### src/hw/rtl/erlog_pkg.sv
// Shared types, widths and codes for the circular event log with statistics.
// Used by the interfaces, the controller, the datapath and the top level.
// No dependencies.
`timescale 1ns / 1ps
`default_nettype none

package erlog_pkg;

  // Log geometry.
  localparam int LOG_DEPTH = 64;
  localparam int IDX_W     = $clog2(LOG_DEPTH);
  localparam int CNT_W     = $clog2(LOG_DEPTH + 1);

  // Fixed field widths.
  localparam int ACT_W    = 2;
  localparam int TIME_W   = 32;
  localparam int TIER_W   = 2;
  localparam int PROTO_W  = 4;
  localparam int CMD_W    = 8;
  localparam int DUR_W    = 32;
  localparam int RIDX_W   = 6;
  localparam int COUNT_W  = 7;
  localparam int STAT_W   = 32;
  localparam int DETAIL_W = TIER_W + 1 + PROTO_W + CMD_W + DUR_W;

  // Widths for the index compare and the slot arithmetic.
  localparam int CMP_W = (CNT_W > RIDX_W) ? CNT_W + 1 : RIDX_W + 1;
  localparam int SUM_W = ((IDX_W > RIDX_W) ? IDX_W : RIDX_W) + 2;

  // Action codes.
  localparam logic [ACT_W-1:0] ACT_ADD   = 2'd0;
  localparam logic [ACT_W-1:0] ACT_READ  = 2'd1;
  localparam logic [ACT_W-1:0] ACT_CLEAR = 2'd2;

  // Tier codes.
  localparam logic [TIER_W-1:0] TIER_INFO  = 2'd0;
  localparam logic [TIER_W-1:0] TIER_WARN  = 2'd1;
  localparam logic [TIER_W-1:0] TIER_ALARM = 2'd2;

  typedef struct packed {
    logic [ACT_W-1:0]   action;
    logic [TIME_W-1:0]  event_time;
    logic [TIER_W-1:0]  tier;
    logic               mode_flag;
    logic [PROTO_W-1:0] protocol_code;
    logic [CMD_W-1:0]   command_byte;
    logic [DUR_W-1:0]   duration;
    logic [RIDX_W-1:0]  read_index;
  } item_t;

  typedef struct packed {
    logic               found;
    logic [TIME_W-1:0]  out_time;
    logic [TIER_W-1:0]  out_tier;
    logic               out_mode;
    logic [PROTO_W-1:0] out_protocol;
    logic [CMD_W-1:0]   out_command;
    logic [DUR_W-1:0]   out_duration;
    logic [COUNT_W-1:0] stored_count;
    logic [STAT_W-1:0]  tier_total;
    logic [STAT_W-1:0]  first_time;
    logic [STAT_W-1:0]  last_time;
    logic [STAT_W-1:0]  longest_duration;
  } result_t;

  // Controller to datapath.
  typedef struct packed {
    logic take;  // input transfer this cycle
    logic fill;  // memory read data is valid, load the entry fields
  } cmd_t;

  // Datapath to controller.
  typedef struct packed {
    logic hit;   // current input is a read whose index is below the count
  } status_t;

endpackage

`default_nettype wire

### src/hw/rtl/erlog_ctrl.sv
// Controller for the event log: handshake, read-wait state and result valid.
// Depends on erlog_pkg.
`timescale 1ns / 1ps
`default_nettype none

module erlog_ctrl (
  input  wire logic               clk,
  input  wire logic               rst,
  input  wire logic               in_valid,
  output logic                    in_ready,
  output logic                    out_valid,
  input  wire logic               out_ready,
  input  wire erlog_pkg::status_t sts,
  output erlog_pkg::cmd_t         cmd
);
  import erlog_pkg::*;

  localparam logic ST_IDLE = 1'b0;
  localparam logic ST_RD   = 1'b1;

  logic state;
  logic state_next;
  logic out_valid_next;

  // A new item may enter in the idle state when the result register is empty or drains now.
  assign in_ready = (state == ST_IDLE) && (!out_valid || out_ready);
  assign cmd.take = in_valid && in_ready;
  assign cmd.fill = (state == ST_RD);

  always_comb begin
    state_next     = state;
    out_valid_next = out_valid;
    if (out_valid && out_ready) begin
      out_valid_next = 1'b0;
    end
    case (state)
      ST_IDLE: begin
        if (cmd.take) begin
          if (sts.hit) begin
            state_next = ST_RD;
          end else begin
            out_valid_next = 1'b1;
          end
        end
      end
      ST_RD: begin
        state_next     = ST_IDLE;
        out_valid_next = 1'b1;
      end
      default: begin
        state_next = ST_IDLE;
      end
    endcase
  end

  always_ff @(posedge clk) begin
    if (rst) begin
      state     <= ST_IDLE;
      out_valid <= 1'b0;
    end else begin
      state     <= state_next;
      out_valid <= out_valid_next;
    end
  end

endmodule

`default_nettype wire

### config.mk
export PLATFORM = sky130hd
export DESIGN_NAME = erlog_ctrl
export DESIGN_NICKNAME = d
export VERILOG_FILES = /design/src/hw/rtl/erlog_pkg.sv /design/src/hw/rtl/erlog_ctrl.sv
export SDC_FILE = /design/constraint.sdc
export NUM_CORES = 1
export LEC_CHECK = 0
export BUFFER_PORTS_ARGS = -buffer_cell sky130_fd_sc_hd__buf_2
export CAP_MARGIN = 20
export CORE_AREA = 4 4 41 43
export CTS_CLUSTER_SIZE = 28
export DETAILED_ROUTE_END_ITERATION = 6
export DIE_AREA = 0 0 45 47
export HOLD_SLACK_MARGIN = 0.06
export PLACE_DENSITY = 0.37
export SYNTH_ARGS = -nofsm -noshare
export SYNTH_HDL_FRONTEND = slang
export SYNTH_SLANG_ARGS = --single-unit
### constraint.sdc
create_clock -name clk -period 0.9 [get_ports clk]
set_input_delay 0 -clock clk [delete_from_list [all_inputs] [get_ports clk]]
set_output_delay 0 -clock clk [all_outputs]
set_load 0.05 [all_outputs]
Word level (Yosys, flattened, before mapping)
Index checks and enable logic that the tools add are counted.

Bits in registers: 2. Output and inout bits: 4. Logic and storage cells: 15.

Muxes and demuxes: 7. Bitwise gates (word level): 1. Reductions and logical operators: 5.

Operators by type and width (count): $mux 1 (5); $pmux 1 s2 (2); $logic_and 1x1->1 (3); $logic_not 1->1 (1); $logic_or 1x1->1 (1); $not 1->1 (1).

Depth between registers and ports, before layout
Gate-level depths: netlist of the first run.

Word-level depth: 6. Mapped depth: 2.

Worst setup path before layout of the first run
OpenSTA, ideal clock, no wires.

Path kind: register -> output. Start: reg out_valid. End: out cmd[1] in the netlist's numbering. Arrival time: 1.097 ns. Slack: -0.197 ns. Stages on the path, launching flop included: 3. Buffers on the path: 0. Cells stage by stage: dfxtp_1 nand2b_4 and3_1.

RTL lines: start, declared (RTL line erlog_ctrl.sv:11) `output logic out_valid,`; start signal, assigned (RTL line erlog_ctrl.sv:62) `out_valid <= out_valid_next;`; end, declared (RTL line erlog_ctrl.sv:14) `output erlog_pkg::cmd_t cmd`.

==> metrics.yaml, run 1 <==
synthesis:
  syn_area_per_cell_um2: 9.55
  ys_types: 10
  synth-seq-cells: 2
  synth_area_leaders: "dfxtp_1, nand2b_4, and4_1"
  yosysWarnings: 0
  synthesis.area_um2: 105
  synth_cells: 11
  synth.net_count: 16
  synth_top_area_cell: "dfxtp_1"
  netlist.area_leader.share_pct: 38.1
  yosysSeqAreaShare_pct: 38.1
setup_path:
  cp_max_fo: 3
  worstSetupStartpointType: "register"
  crit_chain: "nand2b_4, and3_4, buf_8"
  cp-end-kind: "output port"
  arrival_ns: 0.93
  cp_data_required_time_ns: 0.90
  worstSetupPathType: "reg2out"
  cp_slowest_stage_delay_ns: 0.32
  cp_slowest_cell: "dfxtp_2"
die:
  start_util_pct: 8.08
  core_mm2: 0.00130
  rows: 13
  die_area_mm2: 0.00212
  io_pins: 9
  die_x_um: 45
  dieHeight_um: 47
cells_and_area:
  layout-drive-gt1-share_pct: 80.0
  final_cell_mix: "buf_2, buf_4, clkbuf_4"
  fin_cells: 40
  syn_to_final_growth_pct: 132
  diodes: 0
  mostFrequentLayoutCell: "buf_2"
  fin_util_pct: 18.8
  layout.nets: 32
  nFillCells: 155
clocking:
  cts_tree: "yes"
  ctsLongestPathBuffers: 2
  h-tree-depth: 1
  cts_root_buf: "clkbuf_4"
  clk-insertion-delay-late_ns: 0.22
  clk_pin_slew_worst_paths_ns: 0.03
  clock-sinks: 2
  cts_buffers: 3
hold_path:
  hp-class: "in2reg"
routing:
  wl_um: 360
  via_count: 124
  drt_iter0_drc: 2
  via_per_inst: 3.10
  post_drt_wl_per_cell_um: 9.00
  drc_errors: 0
  drt_pass1_iterations: 2
  ant_nets: 0
global_route:
  overflow: 0
  grt_max_degree: 5
  antenna_found_initial: 0
  grt_pass1_wl_um: 634
  grt_pass1_vias: 162
  grt_use_total_pct: 4.89
sta:
  slew-limit-headroom_pct: 83.2
  fin_skew_ns: 0.00282
  setup_violations: 1
  finalCritPeriodShare_pct: 103
  tns_ns: -0.0253
  fmax_mhz: 1080
  hold_violations: 0
  tightest_slew_ns: 0.254
  rsz0062_at_grt: "yes"
  post-route-min-period_ns: 0.925
  setup_ws_ns: -0.0253
  final_max_slew_viol_count: 0
power:
  irDropWorstVdd_mv: 0.315
  power_density_mw_per_mm2: 1740
  p_leak_nw: 0.117
  power_uw: 424
job:
  maxCapViolations: 0
status:
  violations: "setup timing"
  outcome: "complete, but fails checks"
placed_design:
  placedCellCount: 33
  routabilityCongestion: 0.617
  portBuffers: 8
[critical path, delay by kind of cell, from the launching register on]
family	cells	cell delay [ns]
simple gates	2	0.24
flops	1	0.32
buf+inv	1	0.14
[layout make-up]
class / instances / area [µm²] / area share [%]
timing repair buffer: 12 / 95.1 / 39.0
multi-input combinational: 7 / 61.3 / 25.1
sequential: 2 / 42.5 / 17.4
clock buffer: 3 / 22.5 / 9.23
tap: 15 / 18.8 / 7.69
inverter: 1 / 3.75 / 1.54
[what timing repair did]
| item | CTS | global route |
|---|---|---|
| buffers inserted | 2 | 1 |
| hold endpoints to repair | 1 | 0 |
| endpoints found under the setup margin | 2 | 2 |
| gates resized for setup | 10 | 1 |
| pin swaps | 2 | 0 |
| hold buffers | 1 | 0 |
| gates cloned | 0 | 0 |
[final timing paths]
check                            endpoint  slack (ns)       from  cells after the start
worst max-delay path               cmd[1]       -0.03  out_valid                      3
worst max register to register      state        0.09  out_valid                      3
worst min register to register  out_valid        0.57      state                      3
worst min-delay path            out_valid        0.07        sts                      3
[power breakdown]
part	internal (mW)	switching (mW)	total, mW
clock network	0.147	0.0528	0.200
registers	0.0956	0.00430	0.0999
logic	0.0587	0.0653	0.124
[metal layers]
layer	GRT usage [%]	vias up	share of wire, %
met4	7.02	0	0
li1	-	65	-
met2	5.93	8	45
met5	0	-	0
met3	3.83	0	11
met1	4.30	51	44
[registers in the layout (all words and copies together), names as in the netlist]
register   flops
out_valid      1
state          1
[stage by stage]
stage	hold WS, ns	instance area (µm²)	worst slack, ns
after detailed placement	0.183	160	0.0881
after floorplan	0.0620	109	0.0164
after global placement	0.168	160	0.100
after global routing	0.0865	244	-0.0601
after CTS	0.0671	235	-0.0392
final	0.0684	244	-0.0253
[Yosys cell counts]
cell type  n
buf_4      1
and4_1     1
inv_1      1
and3_1     1
and2_1     1
a31oi_1    1
nand2b_4   1
nor2b_1    1
dfxtp_1    2
nand2b_1   1
[kinds of logic (layout without fill, tap and decap cells)]
| kind of cell | Yosys count | in the layout | synth area share [%] |
|---|---|---|---|
| compound gates | 1 | 1 | 5.96 |
| buf+inv | 2 | 16 | 10.7 |
| flops | 2 | 2 | 38.1 |
| simple gates | 6 | 6 | 45.3 |
No activity file was read; power rests on OpenSTA's default activity.
==> inputs of run 2 (changes only) <==
--- a/config.mk
+++ b/config.mk
@@ -12,7 +12,7 @@
 export DETAILED_ROUTE_END_ITERATION = 6
 export DIE_AREA = 0 0 45 47
 export HOLD_SLACK_MARGIN = 0.06
-export PLACE_DENSITY = 0.37
+export PLACE_DENSITY = 0.36
 export SYNTH_ARGS = -nofsm -noshare
 export SYNTH_HDL_FRONTEND = slang
 export SYNTH_SLANG_ARGS = --single-unit
==> constraint.sdc (replaced) <==
create_clock -name clk -period 1.05 [get_ports clk]
set_input_delay 0 -clock clk [delete_from_list [all_inputs] [get_ports clk]]
set_output_delay 0 -clock clk [all_outputs]
set_load 0.05 [all_outputs]
==> run 2 against run 1 <==
The run now ends clean. Non-clock buffer count fell by 1. Design area fell by 8.7%. Critical path depth is 1 higher. First-iteration DRC count is the same. Clock power decreased by 10%. Register-to-register slack better by 0.27 ns. Hold slack barely moved. Flip-flop and latch count did not move. Largest cell class unchanged. Largest power group unchanged.
==> metrics.yaml, run 2 (same netlist as run 1, synthesis figures left out) <==
status:
  outcome: "completed"
clocking:
  cts_tree: "yes"
  clk-insertion-delay-late_ns: 0.23  # about the same
  clk_pin_slew_worst_paths_ns: 0.03  # about the same
  h-tree-depth: 1  # unchanged
  cts_buffers: 3  # unchanged
  cts_root_buf: "clkbuf_4"
  clock-sinks: 2  # unchanged
  post-cts-setup-buffers: 0  # -2
  ctsLongestPathBuffers: 2  # unchanged
routing:
  via_count: 123  # -0.81%
  post_drt_wl_per_cell_um: 9.44  # +4.8%
  ant_nets: 0  # unchanged
  drt_iter0_drc: 2  # unchanged
  drc_errors: 0  # unchanged
  drt_pass1_iterations: 2  # unchanged
  wl_um: 368  # +2.2%
  via_per_inst: 3.15  # +1.7%
global_route:
  grt_pass1_wl_um: 641  # +1.1%
  overflow: 0  # unchanged
  grt_pass1_vias: 159  # -1.9%
  antenna_found_initial: 0  # unchanged
  grt_max_degree: 5  # unchanged
  grt_use_total_pct: 5.13  # +0.24 points
placed_design:
  placedCellCount: 33  # unchanged
  post-place-ws_ns: 0.246  # +0.157 ns
  portBuffers: 8  # unchanged
  place_area_um2: 158  # -1.6%
  routabilityCongestion: 0.617  # about the same
sta:
  rsz0062_at_grt: "no"
  hold_violations: 0  # unchanged
  tightest_slew_ns: 0.251  # -0.00330 ns
  post-route-min-period_ns: 0.986
  fmax_mhz: 1010
  slew-limit-headroom_pct: 83.4  # +0.22 points
  finalCritPeriodShare_pct: 93.9
  tns_ns: 0  # +0.0253 ns
  final_max_slew_viol_count: 0  # unchanged
  fin_skew_ns: 0.00406  # +0.00124 ns
  setup_violations: 0  # -1
  setup_ws_ns: 0.0641  # +0.0893 ns
die:
  die_x_um: 45  # unchanged
  core_mm2: 0.00130  # unchanged
  io_pins: 9  # unchanged
  dieHeight_um: 47  # unchanged
  rows: 13  # unchanged
  start_util_pct: 8.08  # unchanged
  die_area_mm2: 0.00212  # unchanged
power:
  p_leak_nw: 0.105  # -10%
  sequentialPowerShare_pct: 24.0  # +0.4 points
  power_density_mw_per_mm2: 1600  # -8.2%
  p_switching_uw: 110  # -10%
  pwr-share-comb_pct: 25.5  # -3.7 points
  p_clk_share_pct: 50.5  # +3.3 points
  irDropWorstVdd_mv: 0.232  # -26%
  swShare_pct: 31.0  # +2.1 points
  p_int_uw: 245  # -19%
setup_path:
  cp_data_required_time_ns: 1.05  # +0.15 ns
  r2r_cells: 2  # -1
  r2r-start: "out_valid"
  worstSetupStartpointType: "input pin"
  arrival_ns: 0.99  # +0.06 ns
  worstSetupPathType: "in2out"
  cp_max_fo: 3  # unchanged
  cp-end-kind: "output port"
  reg2reg_to: "state"
  r2r_setup_slack_ns: 0.36  # +0.27 ns
hold_path:
  whs_endpoint: "out_valid"
  whs_path_depth: 3  # unchanged
  hold_start: "out_ready"
  hp-class: "in2reg"
cells_and_area:
  syn_to_final_growth_pct: 112
  diodes: 0  # unchanged
  layout.nets: 31  # -3.1%
  final_area_um2: 223  # -8.7%
  reg_top3: "out_valid x1, state x1"
  layout-drive-gt1-share_pct: 54.2  # -26 points
  fin_cells: 39  # -2.5%
  mostFrequentLayoutCell: "buf_2"
  final_cell_mix: "buf_2, clkbuf_4, dlygate4sd3_1"
job:
  maxCapViolations: 0  # unchanged
[run 2: cell count changes in the layout (fill, tap and decap cells not counted), moves of 2 or more]
cell	previous run	this run
buf_4	4	0
buf_6	0	2
buf_8	2	0
dlygate4sd3_1	1	3
[run 2: per-layer routing]
metal	up-vias	part of all wire (%)	global-route usage (%)
met2	10	37	6.50
li1	62	-	-
met5	-	0	0
met1	49	43	4.75
met4	0	5.7	8.77
met3	2	14	2.30
[run 2: worst max-delay path by stage]
stage / from / endpoint
2_1_floorplan: out_valid / cmd[1]
3_3_place_gp: out_valid / cmd[1]
3_5_place_dp: state / cmd[1]
4_1_cts: state / in_ready
5_1_grt: state / in_ready
6_report: in_valid / cmd[1]
[run 2: what timing repair did]
item,CTS,global route
endpoints found under the hold margin,2,0
hold buffers,3,0
resized for setup,1,4
pin swaps,0,0
setup endpoints to repair,1,2
[run 2: critical path, stage by stage]
cell and delay (ns):
dlygate4sd3_1 0.53, buf_2 0.13, and3_1 0.17, buf_6 0.15
[run 2: final cells by class]
cell class              count  area (µm²)
flip-flops and latches      2        41.3
clock buffers               3        22.5
repair buffers             11        82.6
multi-input cells           7        53.8
inverters                   1        3.75
fillers                   160        1080
well taps                  15        18.8
[run 2: metrics by stage]
stage                     hold WS (ns)  power, mW  util (%)
after floorplan                 0.0620      0.140         -
after global placement           0.168      0.158      12.1
after detailed placement         0.176      0.160      12.1
after CTS                       0.0708      0.355      16.3
after global routing             0.102      0.375      17.1
final                           0.0680      0.355      17.1
[run 2: power groups by stage]
| stage | Sequential (mW) | Clock, mW | Combinational [mW] |
|---|---|---|---|
| after CTS | 0.0853 | 0.185 | 0.0846 |
| after detailed placement | 0.0864 | 0 | 0.0740 |
| after global routing | 0.0859 | 0.192 | 0.0968 |
| after global placement | 0.0860 | 0 | 0.0722 |
| after floorplan | 0.0956 | 0 | 0.0449 |
| final | 0.0854 | 0.180 | 0.0905 |
==> inputs of run 3 (changes only) <==
==> constraint.sdc (replaced) <==
create_clock -name clk -period 0.9 [get_ports clk]
set_input_delay 0 -clock clk [delete_from_list [all_inputs] [get_ports clk]]
set_output_delay 0 -clock clk [all_outputs]
set_load 0.05 [all_outputs]
==> run 3 against run 2 <==
The flow now finishes with violations (setup timing). Utilization increased by 1.8 points. Clock skew decreased by 0.0036 ns. Setup slack got worse by 0.090 ns. Sequential power increased by 17%. Design area increased by 11%. Global-route usage decreased by 0.95 points. Critical path type is now reg2out. Largest power group unchanged.
==> metrics.yaml, run 3 (same netlist as run 1, synthesis figures left out) <==
cells_and_area:
  final_cell_mix: "buf_2, clkbuf_4, buf_4"
  reg_top3: "out_valid x1, state x1"
  syn_to_final_growth_pct: 135
  diodes: 0  # unchanged
  final_area_um2: 246  # +11%
  mostFrequentLayoutCell: "buf_2"
  nFillCells: 151  # -5.6%
  layout-drive-gt1-share_pct: 76.0  # +22 points
  layout.nets: 32  # +3.2%
  fin_util_pct: 18.9  # +1.8 points
die:
  start_util_pct: 8.08  # unchanged
  dieHeight_um: 47  # unchanged
  die_area_mm2: 0.00212  # unchanged
  io_pins: 9  # unchanged
  core_mm2: 0.00130  # unchanged
  die_x_um: 45  # unchanged
  rows: 13  # unchanged
power:
  power_uw: 418  # +18%
  p_leak_nw: 0.117  # +11%
  irDropWorstVdd_mv: 0.460  # +98%
  power_density_mw_per_mm2: 1690  # +6.2%
sta:
  tns_ns: -0.0259  # -0.0259 ns
  fmax_mhz: 1080
  fin_skew_ns: 0.000430  # -0.00363 ns
  setup_ws_ns: -0.0259  # -0.0900 ns
  hold_ws_ns: 0.0694  # +0.00146 ns
  finalCritPeriodShare_pct: 103
  hold_violations: 0  # unchanged
  post-route-min-period_ns: 0.926
  final_max_slew_viol_count: 0  # unchanged
  setup_violations: 1  # +1
  slew-limit-headroom_pct: 83.5  # +0.095 points
  rsz0062_at_grt: "yes"
  tightest_slew_ns: 0.250  # -0.00144 ns
setup_path:
  cp_data_required_time_ns: 0.90  # -0.15 ns
  cp-end-kind: "output port"
  worstSetupStartpointType: "register"
  worstSetupPathType: "reg2out"
  arrival_ns: 0.93  # -0.06 ns
  cp_max_fo: 3  # unchanged
global_route:
  grt_max_degree: 5  # unchanged
  antenna_found_initial: 0  # unchanged
  overflow: 0  # unchanged
  grt_use_total_pct: 4.18  # -0.95 points
  grt_pass1_wl_um: 517  # -19%
  grt_pass1_vias: 142  # -11%
job:
  maxCapViolations: 0  # unchanged
placed_design:
  routabilityCongestion: 0.588  # -4.7%
  portBuffers: 8  # unchanged
  place_area_um2: 160  # +1.6%
status:
  outcome: "complete, but fails checks"
  violations: "setup timing"
clocking:
  ctsLongestPathBuffers: 2  # unchanged
  cts_root_buf: "clkbuf_4"
  h-tree-depth: 1  # unchanged
  clk-insertion-delay-late_ns: 0.22  # about the same
  clock-sinks: 2  # unchanged
  clk_pin_slew_worst_paths_ns: 0.03  # about the same
  cts_tree: "yes"
  cts_buffers: 3  # unchanged
routing:
  drt_pass1_iterations: 1  # -1
  drt_iter0_drc: 0  # -2
  post_drt_wl_per_cell_um: 8.00  # -15%
  via_per_inst: 3.08  # -2.5%
  drc_errors: 0  # unchanged
  via_count: 123  # unchanged
  wl_um: 320  # -13%
  ant_nets: 0  # unchanged
hold_path:
  hp-class: "in2reg"
[run 3: final timing paths]
kind	from	slack [ns]	to	cells past startpoint
max	out_valid	-0.03	cmd[1]	3
min	in_valid	0.07	out_valid	3
max reg2reg	out_valid	0.09	state	3
min reg2reg	state	0.48	out_valid	2
[run 3: per-layer routing]
| metal | vias to the layer above | part of all wire (%) | global-route usage (%) |
|---|---|---|---|
| li1 | 64 | - | - |
| met1 | 51 | 40 | 3.62 |
| met2 | 8 | 39 | 4.52 |
| met3 | 0 | 21 | 3.45 |
| met4 | 0 | 0 | 7.02 |
| met5 | - | 0 | 0 |
[run 3: area by class of cell]
class	count	area [µm²]	area share, %
timing repair buffer	12	97.6	39.6
multi-input combinational	7	61.3	24.9
sequential	2	42.5	17.3
clock buffer	3	22.5	9.14
tap	15	18.8	7.61
inverter	1	3.75	1.52
[run 3: timing repair]
item,in CTS,in global routing
pin swaps,2,1
hold buffers,2,0
hold endpoints to repair,1,0
gates cloned,0,0
buffers inserted,1,1
endpoints found under the setup margin,2,2
gates resized for setup,10,1
[run 3: worst max-delay path, stage by stage (launching register included)]
cell and delay, ns:
dfxtp_2 0.32, nand2b_4 0.07, and3_4 0.17, buf_8 0.14
[run 3: through the flow]
| stage | std cells | worst slack (ns) |
|---|---|---|
| after floorplan | 11 | 0.0164 |
| after global placement | 33 | 0.103 |
| after detailed placement | 33 | 0.0937 |
| after CTS | 39 | -0.0460 |
| after global routing | 40 | -0.0621 |
| final | 40 | -0.0259 |
[run 3: power breakdown]
group / internal (mW) / switching, mW / leakage [nW]
logic: 0.0572 / 0.0640 / 0.0859
clock network: 0.147 / 0.0493 / 0.0138
registers: 0.0957 / 0.00449 / 0.0172
total: 0.300 / 0.118 / 0.117
